$ cat src/hdl/fitsp_pkg.sv
`timescale 1ns / 1ps
// ----------------------------------------------------------------------------
// fitsp_pkg
// Shared types and constants of the integer pixel to single converter.
// ----------------------------------------------------------------------------
package fitsp_pkg;

    localparam int COUNT_WIDTH_DEF = 29;
    localparam int QUEUE_DEPTH_DEF = 4;

    localparam int PIXEL_COUNT_W = 29;
    localparam int CFG_INDEX_W   = 2;
    localparam int CFG_DATA_W    = 32;

    // configuration register indexes
    localparam logic [CFG_INDEX_W-1:0] REG_MODE        = 2'd0;
    localparam logic [CFG_INDEX_W-1:0] REG_SCALE       = 2'd1;
    localparam logic [CFG_INDEX_W-1:0] REG_OFFSET      = 2'd2;
    localparam logic [CFG_INDEX_W-1:0] REG_PIXEL_COUNT = 2'd3;

    // sample width modes, anything else is 32-bit signed
    localparam logic [1:0] MODE_U8    = 2'd0;
    localparam logic [1:0] MODE_S16   = 2'd1;
    localparam logic [1:0] MODE_S32   = 2'd2;
    localparam logic [1:0] MODE_SPARE = 2'd3;

    localparam logic [1:0]  MODE_RESET  = MODE_S16;
    localparam logic [31:0] SCALE_RESET = 32'h3F80_0000;

    typedef struct packed {
        logic [7:0] data_byte;
        logic       frame_start;
    } fitsp_in_t;

    typedef struct packed {
        logic [31:0] pixel_value;
        logic        last_pixel;
    } fitsp_out_t;

    // one assembled sample in sign and magnitude form
    typedef struct packed {
        logic        neg;
        logic [31:0] mag;
        logic        last;
    } fitsp_sample_t;

endpackage

$ cat src/hdl/fitsp_queue.sv
`timescale 1ns / 1ps
// ----------------------------------------------------------------------------
// fitsp_queue
// Short sample queue between the byte front end and the arithmetic pipe.
// ----------------------------------------------------------------------------
module fitsp_queue #(
    parameter int DEPTH = fitsp_pkg::QUEUE_DEPTH_DEF
) (
    input  logic                      clk,
    input  logic                      rst_n,
    input  logic                      wr,
    input  fitsp_pkg::fitsp_sample_t  wr_item,
    output logic                      full,
    input  logic                      rd,
    output fitsp_pkg::fitsp_sample_t  rd_item,
    output logic                      not_empty
);
    import fitsp_pkg::*;

    localparam int PTR_W = (DEPTH > 1) ? $clog2(DEPTH) : 1;
    localparam int CNT_W = $clog2(DEPTH + 1);

    fitsp_sample_t    slot_reg [DEPTH];
    logic [PTR_W-1:0] wr_ptr_reg, wr_ptr_next;
    logic [PTR_W-1:0] rd_ptr_reg, rd_ptr_next;
    logic [CNT_W-1:0] count_reg, count_next;
    logic             do_wr, do_rd;

    assign full      = (count_reg == CNT_W'(DEPTH));
    assign not_empty = (count_reg != '0);
    assign do_wr     = wr && !full;
    assign do_rd     = rd && not_empty;
    assign rd_item   = slot_reg[rd_ptr_reg];

    always_comb
    begin
        wr_ptr_next = wr_ptr_reg;
        rd_ptr_next = rd_ptr_reg;
        if (do_wr)
            wr_ptr_next = (wr_ptr_reg == PTR_W'(DEPTH - 1)) ? '0 : wr_ptr_reg + PTR_W'(1);
        if (do_rd)
            rd_ptr_next = (rd_ptr_reg == PTR_W'(DEPTH - 1)) ? '0 : rd_ptr_reg + PTR_W'(1);
        count_next = count_reg + CNT_W'(do_wr) - CNT_W'(do_rd);
    end

    always_ff @(posedge clk)
    begin
        if (do_wr)
            slot_reg[wr_ptr_reg] <= wr_item;
    end

    always_ff @(posedge clk or negedge rst_n)
    begin
        if (!rst_n)
        begin
            wr_ptr_reg <= '0;
            rd_ptr_reg <= '0;
            count_reg  <= '0;
        end
        else
        begin
            wr_ptr_reg <= wr_ptr_next;
            rd_ptr_reg <= rd_ptr_next;
            count_reg  <= count_next;
        end
    end

endmodule

$ cat config.mk
export PLATFORM = sky130hd
export DESIGN_NAME = fitsp_queue
export DESIGN_NICKNAME = d
export VERILOG_FILES = /design/src/hdl/fitsp_pkg.sv /design/src/hdl/fitsp_queue.sv
export SDC_FILE = /design/constraint.sdc
export NUM_CORES = 1
export LEC_CHECK = 0
export ABC_AREA = 1
export BUFFER_PORTS_ARGS = -buffer_cell sky130_fd_sc_hd__buf_2
export CAP_MARGIN = 25
export CORE_ASPECT_RATIO = 1.1
export CORE_MARGIN = 2
export CORE_UTILIZATION = 41
export DETAILED_ROUTE_END_ITERATION = 16
export HOLD_SLACK_MARGIN = 0.06
export REMOVE_ABC_BUFFERS = 1
export SLEW_MARGIN = 0
export SYNTH_ARGS = -nofsm -noshare
export SYNTH_HDL_FRONTEND = slang
export SYNTH_SLANG_ARGS = --single-unit
export TNS_END_PERCENT = 50
$ cat constraint.sdc
create_clock -name clk -period 3.3 [get_ports clk]
set_clock_uncertainty 0.05 [all_clocks]
set_input_delay 0.495 -clock clk [delete_from_list [all_inputs] [get_ports clk]]
set_output_delay 0.495 -clock clk [all_outputs]
set_load 0.03 [all_outputs]
* Word-level counts from Yosys, hierarchy flattened
Memories as Yosys holds them, arrays and structs flattened.
Index checks and enable logic that the tools add are counted.
** Storage, ports and cells
- Logic and storage cells :: 19
- Input bits :: 38
- RAM bits :: 136
- Output and inout bits :: 36
- Register bits :: 7
- Memories :: 1
** Cells by class
- Muxes and demuxes :: 4
- Eq/ne operators :: 3
- Add/sub/neg operators :: 4
- Reduce and logical (&&, ||, !) cells :: 4
** Memory list
- slot_reg :: words 4, bits a word 34, rd ports 1, clocked after Yosys merged registers in 0, write ports 1, RTL line fitsp_queue.sv:23 : fitsp_sample_t slot_reg [DEPTH];
** Operators by type and width (count)
- 2-bit by 1-bit adder with 2-bit output, second input constant :: 2
- 2-bit == test, second input constant :: 2
- 2-bit two-way mux :: 2
- 3-bit by 1-bit adder with 3-bit output :: 1
- 3-bit == test, second input constant :: 1
- 3-bit nonzero test :: 1
- 3-bit by 1-bit subtractor with 3-bit output :: 1
- 1-bit logical AND :: 2
- 1-bit two-way mux :: 2
- 1-bit logical NOT :: 1

* Longest topological paths before layout
Gate-level depths: netlist of run 1.
- Depth in word-level cells :: 5
- Depth in mapped cells :: 12
- Gate-level depth less buffers :: 12

* Worst setup path after synthesis of run 1
Ideal clock, no wire load.
- Path type :: reg2reg
- From :: reg count_reg[1]
- To :: mem slot_reg[0][0] in the netlist's numbering, enable pin
- Clock period less this slack :: 2636 ps
- Buffers on the path :: 0
- Data arrival time :: 2160 ps
- Cell stages (with the launch flop) :: 5
- Required time :: 2825 ps
- Library setup time :: 425 ps
- Path slack :: 664 ps
- Cells stage by stage :: dfrtp_1 > nor2_1 > nand2_1 > nand2_1 > nor2_1
** Between the ends
- Word-level cells in the longest chain between the ends :: 5
** RTL lines
- start: declaration :: RTL line fitsp_queue.sv:26 : logic [CNT_W-1:0] count_reg, count_next;
- start signal: assignment :: RTL line fitsp_queue.sv:64 : count_reg <= count_next;
- 3-bit == test :: RTL line fitsp_queue.sv:29 : assign full = (count_reg == CNT_W'(DEPTH));
- 1-bit logical NOT :: RTL line fitsp_queue.sv:31 : assign do_wr = wr && !full;
- 1-bit logical AND :: RTL line fitsp_queue.sv:31
- 1-bit two-way mux :: RTL line fitsp_queue.sv:48 : if (do_wr)
- 1-bit two-way mux (implied by the code) :: RTL line fitsp_queue.sv:49 : slot_reg[wr_ptr_reg] <= wr_item;
- end: declaration :: RTL line fitsp_queue.sv:23
No other way between the ends.

==> impl_metrics.ini, run 1 <==
[status]
status = finished, final reports clean

[critical_path]
crit_required_ps = 2750
crit_arrival_ps = 2040
reg2reg_to = count_reg[2]
r2r_slack_ps = 960
worstRegToRegCells = 10
crit_path_start_kind = flop
cp_slowest_cell = dfrtp_4
worst-path-stages = 5
cp_slowest_stage_delay_ps = 750
crit_path_max_fanout = 53
r2r_start = count_reg[1]
crit_buf_inv = 2
worst_path_most_repeated_cell = nand2_1
worst-setup-path-type = reg -> out
crit_path_end_kind = output pin
cp_cell_sequence = buf_4 -> nand2_1 -> o211ai_1 -> nand2_1 -> buf_2
cp_top_family = flip-flops

[routing]
vias = 3448
drtIter0Drc = 235
firstDrtPassIters = 4
top_layer = met4
wl_per_cell_microns = 14.4
met1_length_mm = 4.85
wl_met2_mm = 5.06
wl_met3_microns = 535
vias_per_cell = 4.68
drc = 0
routed_wirelength_mm = 10.6
final_antenna_net_count = 0

[power]
power_density_nw_per_um2 = 972
irDropWorstVdd_uv = 420
leakage_nw = 2.84
p_total_mw = 6.76

[cells_and_area]
n_fill_cell = 1230
seqCellArea_sq_um = 4260
drive_above_1_share_pct = 21.2
multi_input_area_sq_um = 1150
layout_common_cells = edfxtp_1 (136), nand2_1 (119), inv_1 (82)
area_delta_synth_final_pct = 19.8
final_common_cell = edfxtp_1
final_area_sq_um = 6960
fin_nets = 580
largest_reg_flops = 136

[hold_path]
hold_path.startpoint = wr_item[5]
min_path_type = in -> reg
hold_depth = 1
whs_endpoint = slot_reg[1][5]

[timing]
min_period_over_period_pct = 78.4
worst_slack_ps = 713
slew_violations = 0
worst_pin_slew_ps = 714
finalSetupViolations = 0
relSlewSlack_pct = 52.3
fmax_mhz = 386
whs_ps = 244
fin_crit_ps = 2590
rsz0062_at_grt = no
finalHoldViolCount = 0

[die]
rows = 45
dieWidth_microns = 117
core_sq_um = 13900
die-height_microns = 129
die_area_sq_um = 15100
io_pins = 74
start_util_pct = 41.9

[placed_design]
place_area_sq_um = 6390
dp_hpwl_mm = 6.15
dpl_worst_slack_ps = 972
port_buffers = 73
finalWeightedCongestion = 0.726

[clock_network]
cts_made_buffers = 17
post-cts-setup-buffer-count = 0
clkTransAtPathRegs_ps = 60
cts_root_buf = clkbuf_16
cts_tree = yes
clk_latency_ps = 420
cts.sinks = 143
clk_path_buf_depth = 2
cts-resized-gates = 0
htreeDepth = 4

[grt]
gr-total-overflow = 0
grt_pass1_vias = 3367
antenna_found_initial = 1
grt_max_degree = 54
grt_pass1_wl_mm = 16.9
grt_use_total_pct = 14.8

[synth]
synth-seq-cells = 143
synthDistinctLibCells = 13
yosysSeqAreaShare_pct = 73.3
ys_warn_count = 0
netlist_instances = 455
syn_area_per_cell_sq_um = 12.8
netlist_area_sq_um = 5810

[job]
drv_cap = 0
-- worst max-delay path by stage --
stage | from | endpoint | slack [ps]
6_report | rd_ptr_reg[0] | rd_item[20] | 710
5_1_grt | rd_ptr_reg[0] | rd_item[20] | 500
4_1_cts | rd_ptr_reg[0] | rd_item[20] | 670
3_5_place_dp | count_reg[1] | count_reg[2] | 970
3_3_place_gp | count_reg[1] | count_reg[2] | 1080
2_1_floorplan | rd_ptr_reg[0] | rd_item[0] | -170
-- per-layer routing --
layer  up-vias  track usage [%]
li1       1719                -
met2        68             23.8
met3        14             5.10
met4         0             6.31
met5         -                0
met1      1647             18.5
-- cells in the mapped netlist --
cell      count  area [sq um]
buf_2        16          80.1
buf_4         5          37.5
clkbuf_1      1          3.75
dfrtp_1       7           175
edfxtp_1    136          4080
fa_1          1          20.0
ha_1          7          87.6
inv_1        82           308
inv_2         1          3.75
nand2_1     119           447
nand3_1       5          25.0
nor2_1        7          26.3
o211ai_1     68           510
-- final cells by class --
class	instances	area share, %
multi-input cells	207	16.5
clock inverters	14	1.78
inverters	83	4.48
repair buffers	82	6.44
well taps	188	3.38
diodes	1	0.0360
clock buffers	18	6.17
flip-flops and latches	143	61.3
-- where the power goes --
part	switching, mW	internal, mW	leakage, nW
clock network	0.676	1.10	0.280
logic	1.73	0.682	1.23
registers	0.185	2.40	1.33
total	2.59	4.18	2.84
-- repair_timing --
action,in CTS,in global routing
endpoints found under the setup margin,0,0
hold buffers,1,0
endpoints found under the hold margin,7,0
-- stage by stage --
step                utilization [%]  cells  setup TNS (ps)
floorplan                         -    433           -5640
global placement               46.2    702               0
detailed placement             46.2    702               0
CTS                            50.2    735               0
global route                   50.2    735               0
finish                         50.3    736               0
-- worst register-to-register path, cell delays in order (launching register included) --
cell     delay [ps]
dfrtp_1         420
nor2_1          180
nand2_1         130
nand2_1         380
ha_1            310
inv_1            50
ha_1            130
inv_1            50
fa_1            370
nand3_1          90
nand2_1          50
-- cells by family (layout without fill, tap and decap cells) --
group,count (synthesis),count (layout),synth area share (%)
other cells,0,1,0
fa+ha+maj,8,8,1.85
compound gates,68,68,8.79
simple gates,131,131,8.57
flops,143,143,73.3
buf+inv,105,197,7.45
No activity file was read; power rests on OpenSTA's default activity.
==> run 2: changes to the inputs <==
Settings changed: ABC_AREA 1 to 0.
Clock period 3.3 ns to 2.6 ns, I/O delays scaled along.
==> run 2 against run 1 <==
  * Die area down 6.9%
  * Combinational power increased by 11%
  * Routed wire length is 14% lower
  * Critical path depth down 2
  * Largest cell class unchanged
  * Utilization increased by 1.0 points
  * Via count is 29% lower
  * Area after synthesis decreased by 7.2%
  * Count of clock-buffer cells in the layout rose by 1
  * Final area down 6.1%
  * Final cell count decreased by 35%
  * First-iteration DRC count shrank 52%
  * Setup slack lost 490 ps
==> impl_metrics.ini, run 2 <==
[cells_and_area]
fin_nets = 355
drive_above_1_share_pct = 46.0
insertedDiodeCount = 0
layout_common_cells = edfxtp_1 (136), buf_2 (73), mux4_2 (34)
area_delta_synth_final_pct = 21.3
n_fill_cell = 1023
final_common_cell = edfxtp_1
utilization_pct = 51.3
largest_reg_flops = 136
final_area_sq_um = 6540

[critical_path]
r2r_slack_ps = 270
crit_arrival_ps = 1940
crit_path_start_kind = flop
crit_path_end_kind = output pin
reg2reg_to = count_reg[2]
r2r_start = count_reg[1]
crit_path_max_fanout = 17
worstRegToRegCells = 9
worst-setup-path-type = reg -> out
crit_required_ps = 2160

[synth]
synthDistinctLibCells = 24
syn_area_per_cell_sq_um = 24.3
synth.most_common_cell = edfxtp_1
yosys-top-cells-count = edfxtp_1 (136), mux4_2 (34), dfrtp_1 (7), ha_1 (7), inv_1 (7)
synth_area_leaders = edfxtp_1 (76%), mux4_2 (14%), dfrtp_1 (3.2%), ha_1 (1.6%), buf_6 (0.63%)
synth_top_area_share_pct = 75.7
netlist_area_sq_um = 5390
synth-seq-cells = 143
yosysSeqAreaShare_pct = 79.0
synth_edf_count = 136
ys_warn_count = 0
async_flop_share_pct = 4.90
netlist_instances = 222
yosysTopAreaCell = edfxtp_1
ys.flop_type = edfxtp_1

[timing]
rsz0062_at_grt = no
finalHoldViolCount = 0
finalSetupViolations = 0
relSlewSlack_pct = 35.2
worst_pin_slew_ps = 973
min_period_over_period_pct = 91.5
fin_setup_tns_ps = 0
fin_crit_ps = 2380
fmax_mhz = 420
slew_violations = 0

[hold_path]
whs_endpoint = slot_reg[1][13]
hold_depth = 1
hold_path.startpoint = wr_item[13]
min_path_type = in -> reg

[status]
status = finished, final reports clean

[routing]
drc = 0
vias_per_cell = 5.11
routed_wirelength_mm = 9.15
firstDrtPassIters = 4
final_antenna_net_count = 0
vias = 2449
drtIter0Drc = 112
wl_per_cell_microns = 19.1

[power]
power_density_nw_per_um2 = 1270
p_total_mw = 8.30
leakage_nw = 2.30
irDropWorstVdd_uv = 708

[grt]
grt_pass1_wl_mm = 14.4
grt_max_degree = 35
antenna_found_initial = 0
grt_pass1_vias = 2642
grt_use_total_pct = 14.0
gr-total-overflow = 0

[die]
die_area_sq_um = 14100
die-height_microns = 124
dieWidth_microns = 113
core_sq_um = 12800
rows = 43
start_util_pct = 42.3
io_pins = 74

[clock_network]
clkTransAtPathRegs_ps = 60
htreeDepth = 4
clk_path_buf_depth = 2
cts.sinks = 143
cts_tree = yes
clk_latency_ps = 410
cts_made_buffers = 17
cts_root_buf = clkbuf_16

[placed_design]
dp_hpwl_mm = 5.20
place_area_sq_um = 5950
port_buffers = 73
finalWeightedCongestion = 0.721

[job]
drv_cap = 0
run 2: cell types whose count changed after synthesis, moves of 2 or more:
cell and change:
inv_1 -75, xnor2_1 +2, nor2_1 -6, o211ai_1 -67, nand2_1 -117, buf_4 -4, mux2_2 +2, nand3_1 -5
buf_6 +3, mux4_2 +34, buf_2 -11, and3_2 +4
run 2: logic make-up after synthesis:
kind of cell               after synthesis  synth area share, %
muxes                                   36                 14.6
buffers and inverters                   16                 1.72
xor gates and xnor gates                 2                0.325
adders and majority gates                8                 2.00
DFF                                    143                 79.0
AOI/OAI and AO/OA                        3                0.441
and+or+nand+nor                         14                 1.90
run 2: per-stage QoR:
step,instances,hold WS (ps),setup slack [ps]
after floorplan,213,44.4,-95.3
after CTS,479,127,186
after detailed placement,446,185,262
final,479,146,220
after global routing,479,138,120
after global placement,446,183,326
run 2: timing repair:
item / CTS / global route
endpoints found under the hold margin: 7 / 0
resized for setup: 0 / 0
hold buffers: 1 / 0
setup buffers: 0 / 0
run 2: layout make-up:
class	instances	area, sq um	area share, %
clock buffer	19	433	6.62
clock inverter	13	146	2.24
inverter	7	26.3	0.402
multi-input combinational	63	1040	15.9
sequential	143	4260	65.2
tap	157	196	3.00
timing repair buffer	77	435	6.66
run 2: worst max path at each step:
stage / to / from
detailed placement: count_reg[2] / count_reg[1]
floorplan: rd_item[0] / rd_ptr_reg[0]
global route: rd_item[14] / rd_ptr_reg[0]
finish: rd_item[14] / rd_ptr_reg[0]
global placement: count_reg[2] / count_reg[1]
CTS: rd_item[14] / rd_ptr_reg[0]
run 2: routing by layer:
layer  part of all wire [%]  global-route usage (%)  up-vias
li1                       -                       -     1104
met5                      0                       0        -
met2                     49                    21.6       77
met4                   0.56                    5.52        0
met3                    5.8                    5.21        4
met1                     44                    18.2     1264
run 2: critical path, cell delays in order, from the launching register on:
cell and delay [ps]:
dfrtp_2 540, buf_12 240, mux4_2 550, buf_2 200
run 2: where the power goes:
group | total (mW) | internal, mW | switching, mW
registers | 3.28 | 3.06 | 0.218
clock network | 2.35 | 1.49 | 0.861
logic | 2.67 | 1.04 | 1.63
total | 8.30 | 5.59 | 2.71
==> run 3: changes to the inputs <==
--- a/config.mk
+++ b/config.mk
@@ -10,3 +10,3 @@
 export CAP_MARGIN = 25
-export CORE_ASPECT_RATIO = 1.1
+export CORE_ASPECT_RATIO = 0.75
 export CORE_MARGIN = 2
==> constraint.sdc (replaced) <==
create_clock -name clk -period 2.6 [get_ports clk]
set_clock_uncertainty 0.05 [all_clocks]
set_input_delay 0.26 -clock clk [delete_from_list [all_inputs] [get_ports clk]]
set_output_delay 0.26 -clock clk [all_outputs]
set_load 0.03 [all_outputs]
==> run 3 against run 2 <==
  * Final cell count up 10%
  * Via count is 4.5% higher
  * Die area about the same
  * Final area increased by 5.7%
  * Fmax down 0.44%
  * Critical path type is now reg -> reg
  * Critical endpoint is now count_reg[2]
==> impl_metrics.ini, run 3 (same netlist as run 2, synthesis figures left out) <==
[status]
status = finished, final reports clean

[routing]
wl_per_cell_microns = 18.1
drtIter0Drc = 192
final_antenna_net_count = 0
vias_per_cell = 4.85
vias = 2558
firstDrtPassIters = 4
drc = 0
routed_wirelength_mm = 9.56

[critical_path]
crit_path_start_kind = flop
cp_slowest_stage_delay_ps = 510
crit_buf_inv = 2
crit_arrival_ps = 2660
crit_start = count_reg[1]
cp_top_family = adder cells
cp_cell_sequence = or3b_1 -> nand2_1 -> ha_1 -> inv_1 -> ha_1 -> inv_1 -> fa_1 -> xnor2_1 -> xnor2_1
cp_slowest_cell = or3b_1
worst-setup-path-type = reg -> reg
crit_path_end_kind = flop
endpoint = count_reg[2]
worst-path-stages = 9
reg2reg_to = count_reg[2]
worstRegToRegCells = 9
r2r_start = count_reg[1]
r2r_slack_ps = 210
crit_required_ps = 2870
crit_path_max_fanout = 7

[timing]
whs_ps = 138
fin_crit_ps = 2390
relSlewSlack_pct = 35.5
min_period_over_period_pct = 92.0
finalHoldViolCount = 0
worst_pin_slew_ps = 967
finalSetupViolations = 0
fmax_mhz = 418
rsz0062_at_grt = no
worst_slack_ps = 209
fin_setup_tns_ps = 0
slew_violations = 0

[die]
die-height_microns = 103
rows = 36
io_pins = 74
die_area_sq_um = 14100
dieWidth_microns = 136
core_sq_um = 12900
start_util_pct = 41.7

[placed_design]
dp_hpwl_mm = 5.51
port_buffers = 73
dpl_worst_slack_ps = 223
finalWeightedCongestion = 0.708
place_inst = 461

[cells_and_area]
insertedDiodeCount = 0
fin_nets = 390
stdcell_count = 527
seqCellArea_sq_um = 4260
drive_above_1_share_pct = 42.1
n_fill_cell = 996
final_common_cell = edfxtp_1
area_delta_synth_final_pct = 28.2
largest_reg_flops = 136
multi_input_area_sq_um = 1040
layout_common_cells = edfxtp_1 (136), buf_2 (73), dlygate4sd3_1 (35)

[grt]
grt_pass1_wl_mm = 14.9
grt_pass1_vias = 2815
grt_max_degree = 35
grt_use_total_pct = 14.8
gr-total-overflow = 0
antenna_found_initial = 0

[hold_path]
min_path_type = in -> reg

[clock_network]
cts.sinks = 143
clk_path_buf_depth = 2
clkTransAtPathRegs_ps = 60
post-cts-setup-buffer-count = 0
cts_tree = yes
htreeDepth = 4
cts_made_buffers = 17
clk_latency_ps = 400
cts_root_buf = clkbuf_16
ctsHoldBuffers = 35
cts-resized-gates = 0

[power]
power_density_nw_per_um2 = 1230
irDropWorstVdd_uv = 544
leakage_nw = 2.47
p_total_mw = 8.47

[job]
drv_cap = 0
==> run 3: final cells by class <==
class | count | share of cell area, %
Timing Repair Buffer | 112 | 10.8
Inverter | 7 | 0.380
Tap cell | 171 | 3.10
Sequential cell | 143 | 61.7
Clock buffer | 18 | 6.21
Clock inverter | 13 | 2.81
Multi-Input combinational cell | 63 | 15.0
==> run 3: report_power, final <==
part	switching (mW)	leakage (nW)	internal [mW]
combinational	1.65	0.834	1.02
sequential	0.196	1.33	3.06
clock	0.870	0.305	1.69
==> run 3: worst reg2reg max path, stage by stage, from the launching register on <==
cell,delay [ps]
dfrtp_1,460
or3b_1,510
nand2_1,120
ha_1,230
inv_1,60
ha_1,140
inv_1,50
fa_1,370
xnor2_1,190
xnor2_1,140
==> run 3: metal layers <==
metal	track usage, %	routed length, microns	vias up
li1	-	-	1181
met1	18.4	4330	1319
met2	24.6	4700	54
met3	4.87	476	4
met4	5.29	57	0
met5	0	0	-
==> run 3: how the worst min path moves through the flow <==
stage / startpoint / end / slack (ps) / cells past startpoint
after detailed placement: rst_n / count_reg[2] / 60 / 1
after floorplan: rst_n / count_reg[0] / -90 / 0
final: wr / wr_ptr_reg[1] / 140 / 3
after global placement: rst_n / count_reg[2] / 60 / 1
after CTS: wr / wr_ptr_reg[1] / 130 / 3
after global routing: wr / wr_ptr_reg[1] / 150 / 3
==> run 3: through the flow <==
stage	instance area [sq um]	utilization (%)
global placement	5940	45.9
CTS	6910	53.5
detailed placement	5940	45.9
floorplan	5330	-
finish	6910	53.5
global route	6910	53.5
