===== src/hdl/fitsp_pkg.sv =====
`timescale 1ns / 1ps
// ----------------------------------------------------------------------------
// fitsp_pkg
// Shared types and constants of the integer pixel to single converter.
// ----------------------------------------------------------------------------
package fitsp_pkg;

    localparam int COUNT_WIDTH_DEF = 29;
    localparam int QUEUE_DEPTH_DEF = 4;

    localparam int PIXEL_COUNT_W = 29;
    localparam int CFG_INDEX_W   = 2;
    localparam int CFG_DATA_W    = 32;

    // configuration register indexes
    localparam logic [CFG_INDEX_W-1:0] REG_MODE        = 2'd0;
    localparam logic [CFG_INDEX_W-1:0] REG_SCALE       = 2'd1;
    localparam logic [CFG_INDEX_W-1:0] REG_OFFSET      = 2'd2;
    localparam logic [CFG_INDEX_W-1:0] REG_PIXEL_COUNT = 2'd3;

    // sample width modes, anything else is 32-bit signed
    localparam logic [1:0] MODE_U8    = 2'd0;
    localparam logic [1:0] MODE_S16   = 2'd1;
    localparam logic [1:0] MODE_S32   = 2'd2;
    localparam logic [1:0] MODE_SPARE = 2'd3;

    localparam logic [1:0]  MODE_RESET  = MODE_S16;
    localparam logic [31:0] SCALE_RESET = 32'h3F80_0000;

    typedef struct packed {
        logic [7:0] data_byte;
        logic       frame_start;
    } fitsp_in_t;

    typedef struct packed {
        logic [31:0] pixel_value;
        logic        last_pixel;
    } fitsp_out_t;

    // one assembled sample in sign and magnitude form
    typedef struct packed {
        logic        neg;
        logic [31:0] mag;
        logic        last;
    } fitsp_sample_t;

endpackage


===== src/hdl/fitsp_front.sv =====
`timescale 1ns / 1ps
// ----------------------------------------------------------------------------
// fitsp_front
// Byte assembly, frame and pixel counting, sample sign extraction.
// ----------------------------------------------------------------------------
module fitsp_front #(
    parameter int COUNT_WIDTH = fitsp_pkg::COUNT_WIDTH_DEF
) (
    input  logic                                   clk,
    input  logic                                   rst_n,
    input  logic                                   push,
    output logic                                   full,
    input  fitsp_pkg::fitsp_in_t                   byte_item,
    input  logic [1:0]                             mode,
    input  logic [fitsp_pkg::PIXEL_COUNT_W-1:0]    pixel_count,
    input  logic                                   queue_full,
    output logic                                   emit,
    output fitsp_pkg::fitsp_sample_t               sample
);
    import fitsp_pkg::*;

    logic [1:0]             phase_reg, phase_next;
    logic [23:0]            partial_reg, partial_next;
    logic [COUNT_WIDTH-1:0] left_reg, left_next;

    logic                   accept;
    logic [1:0]             phase_v;
    logic [23:0]            partial_v;
    logic [COUNT_WIDTH-1:0] left_v;
    logic [2:0]             need;
    logic [31:0]            acc;
    logic [31:0]            sext;

    assign full   = queue_full;
    assign accept = push && !queue_full;
    assign acc    = {partial_v, byte_item.data_byte};

    always_comb
    begin
        phase_v   = phase_reg;
        partial_v = partial_reg;
        left_v    = left_reg;
        if (accept && byte_item.frame_start)
        begin
            phase_v   = '0;
            partial_v = '0;
            left_v    = COUNT_WIDTH'(pixel_count);
        end
    end

    always_comb
    begin
        case (mode)
            MODE_U8:  need = 3'd1;
            MODE_S16: need = 3'd2;
            default:  need = 3'd4;
        endcase
    end

    always_comb
    begin
        phase_next   = phase_v;
        partial_next = partial_v;
        left_next    = left_v;
        emit         = 1'b0;
        if (accept && left_v != '0)
        begin
            if ({1'b0, phase_v} + 3'd1 < need)
            begin
                partial_next = acc[23:0];
                phase_next   = phase_v + 2'd1;
            end
            else
            begin
                phase_next   = '0;
                partial_next = '0;
                left_next    = left_v - COUNT_WIDTH'(1);
                emit         = 1'b1;
            end
        end
    end

    always_comb
    begin
        sext = acc;
        case (mode)
            MODE_U8:
            begin
                sample.neg = 1'b0;
                sample.mag = {24'b0, acc[7:0]};
            end
            MODE_S16:
            begin
                sext       = {{16{acc[15]}}, acc[15:0]};
                sample.neg = acc[15];
                sample.mag = acc[15] ? 32'd0 - sext : sext;
            end
            default:
            begin
                sample.neg = acc[31];
                sample.mag = acc[31] ? 32'd0 - acc : acc;
            end
        endcase
        sample.last = (left_v == COUNT_WIDTH'(1));
    end

    always_ff @(posedge clk or negedge rst_n)
    begin
        if (!rst_n)
        begin
            phase_reg   <= '0;
            partial_reg <= '0;
            left_reg    <= '0;
        end
        else
        begin
            phase_reg   <= phase_next;
            partial_reg <= partial_next;
            left_reg    <= left_next;
        end
    end

endmodule


===== config.mk =====
export PLATFORM = sky130hd
export DESIGN_NAME = fitsp_front
export DESIGN_NICKNAME = d
export VERILOG_FILES = /design/src/hdl/fitsp_pkg.sv /design/src/hdl/fitsp_front.sv
export SDC_FILE = /design/constraint.sdc
export NUM_CORES = 1
export LEC_CHECK = 0
export ABC_AREA = 1
export BUFFER_PORTS_ARGS = -buffer_cell sky130_fd_sc_hd__clkbuf_2
export CORE_AREA = 5 5 123 125
export CTS_CLUSTER_DIAMETER = 60
export DETAILED_ROUTE_END_ITERATION = 16
export DIE_AREA = 0 0 128 130
export HOLD_SLACK_MARGIN = 0.03
export PLACE_DENSITY = 0.62
export SLEW_MARGIN = 20
export SYNTH_ARGS = -nofsm -noshare
export SYNTH_HDL_FRONTEND = slang
export SYNTH_SLANG_ARGS = --single-unit

===== constraint.sdc =====
create_clock -name clk -period 6.36 [get_ports clk]
set_input_delay 0.636 -clock clk [delete_from_list [all_inputs] [get_ports clk]]
set_output_delay 0.636 -clock clk [all_outputs]
set_load 0.1 [all_outputs]

# [Yosys cells after proc, flatten, opt, wreduce, memory -nomap -nowiden]
# Index checks and enable logic that the tools add are counted.
[op_classes] addsub=5 magnitude_cmp=1 n_eq_ne=2 muxes=15 n_reduce_logical=6
[ops] op="29-bit two-way mux" count=3
[ops] op="24-bit two-way mux" count=3
[ops] op="33-bit case mux with 2 select lines" count=1
[ops] op="32-bit two-way mux" count=2
[ops] op="1-bit by 32-bit subtractor with 32-bit output, first input constant" count=1
[ops] op="29-bit by 1-bit == test with 1-bit output, second input constant" count=1
[ops] op="29-bit nonzero test" count=1
[ops] op="29-bit by 1-bit subtractor with 29-bit output, second input constant" count=1
[ops] op="1-bit by 16-bit subtractor with 17-bit output, first input constant" count=1
[ops] op="2-bit two-way mux" count=3
[ops] op="3-bit case mux with 2 select lines" count=1
[ops] op="2-bit by 1-bit adder with 3-bit output, second input constant" count=1
[ops] op="1-bit logical AND" count=3
[ops] op="3-bit < comparator" count=1
[ops] op="2-bit by 1-bit adder with 2-bit output, second input constant" count=1
[ops] op="2-bit by 1-bit == test with 1-bit output, second input constant" count=1
[ops] op="2-bit zero test" count=1
[ops] op="1-bit two-way mux" count=2
[ops] op="1-bit zero test" count=1
[word_totals] register_bits=55 input_bits=44 word_cells=32

# [Depth between registers and ports, before layout]
# Gate-level depths: netlist (run 1).
[depth] ltp_word=8 mapped_depth=18

# [Least setup slack after synthesis (run 1)]
# No wires, ideal clock.
[synth_timing] path_type="input port to output port" start="input queue_full" end="output sample[0] (netlist name)" arrival_ns=4.393 slack_ns=1.331 cell_stages=9 path_buffers=2 cell_sequence="inv_2 -> nand3_2 -> buf_6 -> buf_6 -> nand2_1 -> nand2_1 -> nor2_2 -> nand3_1 -> nor4_1"
[synth_rtl] item="start, declared" line_no="fitsp_front.sv:16" rtl="input logic queue_full,"
[synth_rtl] item="end, declared" line_no="fitsp_front.sv:18" rtl="output fitsp_pkg::fitsp_sample_t sample"

# [Worst setup path in the final report (run 1)]
[layout_timing] start="input queue_full" end="output emit"
[layout_via] elab_chain_cells=8
[layout_lines] item="1-bit zero test *" line_no="fitsp_front.sv:35" rtl="assign accept = push && !queue_full;"
[layout_lines] item="1-bit logical AND *" line_no="fitsp_front.sv:35"
[layout_lines] item="1-bit logical AND" line_no="fitsp_front.sv:43" rtl="if (accept && byte_item.frame_start)"
[layout_lines] item="2-bit two-way mux" line_no="fitsp_front.sv:43"
[layout_lines] item="2-bit by 1-bit adder with 3-bit output" line_no="fitsp_front.sv:68" rtl="if ({1'b0, phase_v} + 3'd1 < need)"
[layout_lines] item="3-bit < comparator" line_no="fitsp_front.sv:68"
[layout_lines] item="1-bit two-way mux" line_no="fitsp_front.sv:68"
[layout_lines] item="1-bit two-way mux *" line_no="fitsp_front.sv:66" rtl="if (accept && left_v != '0)"
[layout_lines] item="end, declared" line_no="fitsp_front.sv:17" rtl="output logic emit,"
# Every way passes the cells marked *; elsewhere a longest branch is shown, timed or not.

==> flow_summary.toml, run 1 <==
[global_routing]
first_global_vias = 4885
grt_util_all_layers_pct = 17.2
grt_first_pass_wirelength_um = 23800
global_route_overflow = 0
initial_antenna_violation_count = 0
grt_start_max_net_pins = 73

[final_layout]
finalNetCount = 935
multi_input_area_sq_um = 3100
fraction_of_layout_instances_using_a_drive_strength_above_1_pct = 19.9
most_common_cell_after_layout_fill_and_taps_aside = "nand2_1"
largest_reg_flops = 29
nFillCells = 1530
mostFrequentLayoutCells = "nand2_1, inv_1, nand3_1"
area.sequential_sq_um = 1380
design_area_sq_um = 5710
diodes = 0
postLayoutCoreUtil_pct = 41.5
area_growth_syn_to_layout_pct = 10.7

[synth]
synth.yosys.seq_area_share_pct = 26.7
synthesis.area_per_instance_sq_um = 6.25
synth_fp_nets = 877
ys_types = 39
synth_largest_area_cell = "dfrtp_1"
syn_area_sq_um = 5160
synth_top_cells_by_area = "dfrtp_1, nand2_1, nand3_1"
postSynthCellCount = 826
synth_largest_type_area_fraction_pct = 26.7
ys_ff_latch = 55
yosys_warnings = 0

[power]
p_leak_uw = 0.00319
vdd_ir_drop_max_v = 0.000157
power_per_cell_area_nw_per_um2 = 366

[die]
die_h_um = 130
core_area_sq_um = 13800
dieWidth_um = 128
io_pins = 80
initial_utilization_pct = 37.5
num_rows = 43
dieArea_sq_um = 16600

[route]
route.detailed.drc = 0
dr_total_vias = 5159
drt_iter0_drc = 340
drt_pre_antenna_iters = 5
route.detailed.vias_per_inst = 4.84
totalWireLength_um = 14100
ant_nets = 0
wire_per_inst_um = 13.3

[clocking]
cts_max_path_buffers = 2
htreeDepth = 2
clock_transition_at_the_register_clock_pins_on_the_worst_setup_and_hold_paths_after_cts_ps = 70
tritoncts.num_buffers = 5
tritoncts = "built"
cts.sinks = 55
post_cts.resized_instances = 0
clock_latency_on_the_worst_skew_pair_ps = 290
cts_hold_buffers = 0
cts.root.buffer_cell = "clkbuf_16"
post_cts_buffers = 0

[timing]
worst_slew_margin_rel_pct = 43.6
finalClockSkew_ps = 4.46
layout_setup_ws_ps = 1850
tightest_slew_ps = 846
fmax_mhz = 222
fin_setup_tns_ps = 0
setup_repair_after_global_routing_missed_its_margin = "false"
fin_crit_ps = 4510
final-max-slew-violation-count = 0
hold_violations = 0
hold-worst-slack_ps = 489
setup-violations-final = 0
final.period_utilization_pct = 70.9

[critical_path]
crit_required_ps = 5720
cp.arrival_ps = 3870
worst_setup_path_end_kind = "output pin"
critPathLaunchType = "input pin"
setup.worst_path.class = "input pin to output pin"
worstPathMaxFanout = 24

[place]
dp_hpwl_um = 10800
gp_routability_congestion = 0.904
placed_cell_area_sq_um = 5560
dp_slack_ps = 1820
io_buffer_count = 79

[outcome]
status = "finished, final reports clean"

[worst_hold_path]
hold_path_class = "input pin to asynchronous set/reset pin"

[job]
maxCapViolations = 0
## layer usage
metal,share of wire [%],wire length [um],global-route usage [%]
met1,47,6600,23.4
met4,0.94,133,2.81
met3,4.8,676,1.80
met5,0,0,0
met2,48,6730,30.0
## critical path: stages
cell      delay [ps]
clkbuf_2         120
inv_2            190
nand3_2          440
buf_4            390
nand2_1           80
nand2_1          120
ha_1             210
inv_1            110
nor2_4            80
nand2_2          140
nor2_4            60
nand2_2           90
nand2_4          130
nor2_4           470
clkbuf_2         550
## stage by stage
| step | total power, uW | instances |
|---|---|---|
| floorplan | 1570 | 826 |
| global placement | 1800 | 1057 |
| detailed placement | 1810 | 1057 |
| CTS | 2100 | 1065 |
| global route | 2270 | 1065 |
| finish | 2090 | 1065 |
## worst paths after layout
kind	cells after the start	from	slack [ps]	endpoint
max	15	queue_full	1850	emit
min	2	rst_n	490	left_reg[22]
max reg2reg	13	phase_reg[0]	3710	left_reg[20]
min reg2reg	2	phase_reg[1]	550	phase_reg[1]
max in group asynchronous	2	rst_n	5400	left_reg[2]
min in group clk	2	phase_reg[1]	550	phase_reg[1]
## area by class of cell
| class | instances | share of cell area [%] |
|---|---|---|
| clock buffers | 6 | 2.43 |
| well taps | 180 | 3.94 |
| flip-flops and latches | 55 | 24.1 |
| inverters | 111 | 7.34 |
| repair buffers | 85 | 7.71 |
| clock inverters | 2 | 0.285 |
| multi-input cells | 626 | 54.2 |
## synthesized netlist by cell type (all sizes together)
library cell,count
a21oi,20
a31oi,3
and2,2
and3,1
buf,28
clkbuf,6
dfrtp,55
ha,7
inv,111
nand2,291
nand3,87
nand3b,3
nand4,22
nor2,92
nor3,8
nor3b,1
nor4,2
o211ai,1
o21ai,68
o31ai,3
or2,1
xnor2,2
xor2,12
## kinds of logic (layout without fill, tap and decap cells)
logic type / count (synthesis) / after routing / synth area share (%)
adder cells (fa/ha/maj): 7 / 7 / 1.70
AND/OR/NAND/NOR: 510 / 510 / 44.0
buffers and inverters: 145 / 204 / 13.3
AO/OA/AOI/OAI: 95 / 95 / 12.0
XOR/XNOR: 14 / 14 / 2.38
flip-flops: 55 / 55 / 26.7
## where the power goes
| group | switching (uW) | internal, uW |
|---|---|---|
| registers | 35.7 | 445 |
| clock network | 132 | 158 |
| logic | 998 | 323 |
| total | 1160 | 927 |
Power figures use the tool's default switching activity.
==> run 2, diff against run 1 <==
Clock period 6.36 ns to 4.3 ns, I/O delays scaled along.
==> run 2 against run 1 <==
Sequential cell count unchanged. Power increased by 59%. First-iteration DRC count increased by 21%. Global-route usage increased by 0.38 points. Sequential power increased by 48%. Die area unchanged. Clock power increased by 48%. Sequential share of layout area decreased by 1.9 points.
==> flow_summary.toml, run 2 (synthesized netlist as in run 1, its figures left out) <==
[critical_path]
crit_required_ps = 3870
critPathLaunchType = "input pin"
worst_setup_path_end_kind = "output pin"
setup.worst_path.class = "input pin to output pin"
cpMaxStageDelayCell = "nand3_2"
cp_cell_sequence = "clkbuf_2 -> inv_2 -> nand3_2 -> buf_4 -> nand2_1 -> inv_1 -> nor2_1 -> nand2_1 -> nor2_1 -> nand3_2 -> nand3_1 -> nand2_1 -> a21oi_1 -> buf_12"
worstPathMaxFanout = 17
cp.arrival_ps = 3130
critPathMaxStageDelay_ps = 430
critical_path.most_common_cell = "nand2_1"

[timing]
hold_violations = 0
fin_crit_ps = 3560
final-max-slew-violation-count = 0
hold-worst-slack_ps = 74.5
fmax_mhz = 281
setup-violations-final = 0
worst_slew_margin_rel_pct = 44.4
setup_repair_after_global_routing_missed_its_margin = "false"
tightest_slew_ps = 834
final.period_utilization_pct = 82.9
fin_setup_tns_ps = 0
finalClockSkew_ps = 8.62

[global_routing]
initial_antenna_violation_count = 0
grt_start_max_net_pins = 73
grt_first_pass_wirelength_um = 24200
grtUsageMet1_pct = 23.0
global_route_overflow = 0
first_global_vias = 5025
grt_busiest_layer = "met2"
gr-usage-met2_pct = 30.4
grt_util_all_layers_pct = 17.6
groute.layer.met3.usage_pct = 2.62

[clocking]
htreeDepth = 2
clock_transition_at_the_register_clock_pins_on_the_worst_setup_and_hold_paths_after_cts_ps = 80
post_cts.resized_instances = 0
cts.root.buffer_cell = "clkbuf_16"
post_cts_buffers = 0
cts_hold_buffers = 0
clock_latency_on_the_worst_skew_pair_ps = 300
tritoncts = "built"
tritoncts.num_buffers = 5
cts.sinks = 55
cts_max_path_buffers = 2

[power]
p_leak_uw = 0.00333
vdd_ir_drop_max_v = 0.000205
power_per_cell_area_nw_per_um2 = 536

[route]
dr_total_vias = 5389
totalWireLength_um = 14700
route.detailed.vias_per_inst = 5.05
ant_nets = 0
drt_pre_antenna_iters = 5
drt_iter0_drc = 411
wire_per_inst_um = 13.8
route.detailed.drc = 0

[die]
dieWidth_um = 128
io_pins = 80
core_area_sq_um = 13800
die_h_um = 130
initial_utilization_pct = 37.5
dieArea_sq_um = 16600
num_rows = 43

[final_layout]
largest_reg_flops = 29
finalNetCount = 938
design_area_sq_um = 6210
fraction_of_layout_instances_using_a_drive_strength_above_1_pct = 20.3
mostFrequentLayoutCells = "nand2_1, inv_1, nand3_1"
multi_input_area_sq_um = 3100
diodes = 0
nFillCells = 1455
area_growth_syn_to_layout_pct = 20.3
area.sequential_sq_um = 1380
most_common_cell_after_layout_fill_and_taps_aside = "nand2_1"

[place]
io_buffer_count = 79
dp_hpwl_um = 11400
gp_routability_congestion = 0.961
placed_cell_area_sq_um = 6050

[job]
maxCapViolations = 0

[worst_hold_path]
hold_path_class = "input pin to asynchronous set/reset pin"

[outcome]
status = "finished, final reports clean"
-- run 2: cell count changes in the layout (fill, tap and decap cells not counted) --
| cell | previous run | this run |
|---|---|---|
| nor4_1 | 1 | 0 |
| nor4_2 | 1 | 2 |
| buf_4 | 6 | 9 |
| buf_12 | 0 | 31 |
| clkbuf_2 | 79 | 48 |
-- run 2: metal layers --
| metal | wire length (um) | share of wire [%] |
|---|---|---|
| met1 | 6720 | 46 |
| met2 | 6890 | 47 |
| met3 | 896 | 6.1 |
| met4 | 217 | 1.5 |
| met5 | 0 | 0 |
-- run 2: worst max-delay path, delay by kind of cell --
kind / cells / cell delay [ps]
AND/OR/NAND/NOR: 8 / 1320
buffers and inverters: 5 / 1050
AO/OA/AOI/OAI: 1 / 320
-- run 2: layout make-up --
cell class                      count  share of cell area, %
Tap cell                          180                   3.63
Clock buffer                        6                   2.24
Multi-Input combinational cell    626                   50.0
Timing Repair Buffer               88                   15.0
Inverter                          111                   6.75
Sequential cell                    55                   22.2
Clock inverter                      2                  0.262
-- run 2: where the power goes --
group          switching, uW  total [uW]  internal (uW)
Combinational           1530        2190            657
Clock                    194         428            233
Sequential              53.3         712            659
-- run 2: final timing paths --
kind / cells past startpoint / slack (ps) / endpoint / from
setup reg to reg: 12 / 1740 / left_reg[20] / phase_reg[0]
hold / removal: 1 / 70 / left_reg[24] / rst_n
max in group asynchronous: 2 / 3370 / partial_reg[6] / rst_n
min in group clk: 3 / 430 / partial_reg[0] / byte_item[1]
hold reg to reg: 2 / 550 / partial_reg[9] / partial_reg[9]
setup / recovery: 14 / 740 / sample[23] / queue_full
-- run 2: per-stage QoR --
stage	power [uW]	worst slack [ps]	util (%)	cells
floorplan	2320	189	-	826
global placement	2890	784	43.9	1060
detailed placement	2900	687	43.9	1060
CTS	3340	738	45.1	1068
global route	3580	493	45.1	1068
finish	3330	735	45.1	1068
==> run 3, diff against run 2 <==
Clock period 4.3 ns to 3.3 ns, I/O delays scaled along.
==> run 3 against run 2 <==
Worst setup slack worse by 440 ps. Combinational power rose by 33%. Clock power increased by 42%. Critical path type unchanged. Critical endpoint is now sample[27]. Largest cell class unchanged.
==> flow_summary.toml, run 3 (synthesized netlist as in run 1, its figures left out) <==
[outcome]
status = "finished, final reports clean"

[global_routing]
initial_antenna_violation_count = 0
first_global_vias = 5198
grt_util_all_layers_pct = 18.4
groute.layer.met3.usage_pct = 2.54
grt_start_max_net_pins = 73
grtUsageMet1_pct = 24.0
grt_busiest_layer = "met2"
global_route_overflow = 0
gr-usage-met2_pct = 31.6
grt_first_pass_wirelength_um = 25300

[place]
dp_hpwl_um = 11500
gp_routability_congestion = 0.929
placed_cell_area_sq_um = 6260
io_buffer_count = 79
dpl.cell_count = 1065

[route]
wire_per_inst_um = 13.8
dr_total_vias = 5303
totalWireLength_um = 14800
route.detailed.vias_per_inst = 4.94
drt_iter0_drc = 416
ant_nets = 0
drt_pre_antenna_iters = 5
route.detailed.drc = 0

[power]
p_leak_uw = 0.00341
power_per_cell_area_nw_per_um2 = 690
vdd_ir_drop_max_v = 0.000308
power_uw = 4450

[timing]
setup-violations-final = 0
fin_crit_ps = 3000
final.period_utilization_pct = 91.0
tightest_slew_ps = 860
setup_repair_after_global_routing_missed_its_margin = "false"
final-max-slew-violation-count = 0
hold_violations = 0
worst_slew_margin_rel_pct = 42.7
fmax_mhz = 333
finalClockSkew_ps = 9.54

[final_layout]
design_area_sq_um = 6440
mostFrequentLayoutCells = "nand2_1, inv_1, nand3_1"
postLayoutCoreUtil_pct = 46.8
largest_reg_flops = 29
final-instance-count-excl-fill = 1074
fraction_of_layout_instances_using_a_drive_strength_above_1_pct = 22.3
most_common_cell_after_layout_fill_and_taps_aside = "nand2_1"
nFillCells = 1442
diodes = 0
area_growth_syn_to_layout_pct = 24.8
finalNetCount = 945

[clocking]
cts.root.buffer_cell = "clkbuf_16"
cts_max_path_buffers = 2
cts.sinks = 55
clock_latency_on_the_worst_skew_pair_ps = 300
tritoncts.num_buffers = 5
clock_transition_at_the_register_clock_pins_on_the_worst_setup_and_hold_paths_after_cts_ps = 70
tritoncts = "built"
htreeDepth = 2
post_cts_buffers = 0

[critical_path]
cp.arrival_ps = 2670
rr_worst_depth = 13
crit_required_ps = 2970
worstPathMaxFanout = 15
setup.worst_path.class = "input pin to output pin"
critPathLaunchType = "input pin"
worst_setup_path_end_kind = "output pin"

[die]
num_rows = 43
die_h_um = 130
initial_utilization_pct = 37.5
dieWidth_um = 128
io_pins = 80
dieArea_sq_um = 16600
core_area_sq_um = 13800

[job]
maxCapViolations = 0

[worst_hold_path]
timing.hold.worst_path_depth = 3
hold_path_class = "input pin to flip-flop"
run 3: stage by stage:
stage / hold WS, ps / TNS (ps) / setup slack, ps
after floorplan: 34.4 / -31.8 / -31.8
after global placement: 339 / 0 / 211
after detailed placement: 340 / 0 / 201
after CTS: 325 / 0 / 196
after global routing: 344 / 0 / 42.2
final: 326 / 0 / 298
run 3: cell type report:
cell class	count	area (sq um)	area share [%]
repair buffers	94	1030	16.0
clock buffers	5	125	1.94
flip-flops and latches	55	1380	21.4
well taps	180	225	3.50
multi-input cells	627	3210	49.8
inverters	111	435	6.76
clock inverters	2	37.5	0.583
run 3: where the power goes:
group	switching [uW]	leakage, uW	internal, uW
clock	251	0.0000759	355
sequential	71.8	0.000701	859
combinational	2000	0.00263	908
run 3: path summary, 6_finish.rpt:
path,startpoint,end,slack [ps]
min in group asynchronous,rst_n,left_reg[27],550
hold / removal,byte_item[2],partial_reg[1],330
hold reg to reg,phase_reg[1],phase_reg[1],550
setup / recovery,queue_full,sample[27],300
max in group asynchronous,rst_n,partial_reg[5],2070
setup reg to reg,left_reg[1],partial_reg[9],850
run 3: per-layer routing:
layer	vias up	wire, um
li1	2751	-
met1	2372	6750
met2	154	6910
met3	26	798
met4	0	382
met5	-	0
run 3: timing repair:
action	CTS	global route
gates resized for setup	0	0
hold endpoints to repair	18	0
hold buffers	1	0
endpoints found under the setup margin	0	2
run 3: worst max-delay path, stage by stage:
cell and delay [ps]:
clkbuf_2 190, inv_16 120, nand3_4 190, buf_4 280, nand2_1 200, inv_1 90, nor2_1 150, nand2_2 120
nor2_4 150, nand3_2 130, nand2_2 140, o21ai_2 80, nand2_1 60, nand2_1 40, nor2_1 180, buf_12 200
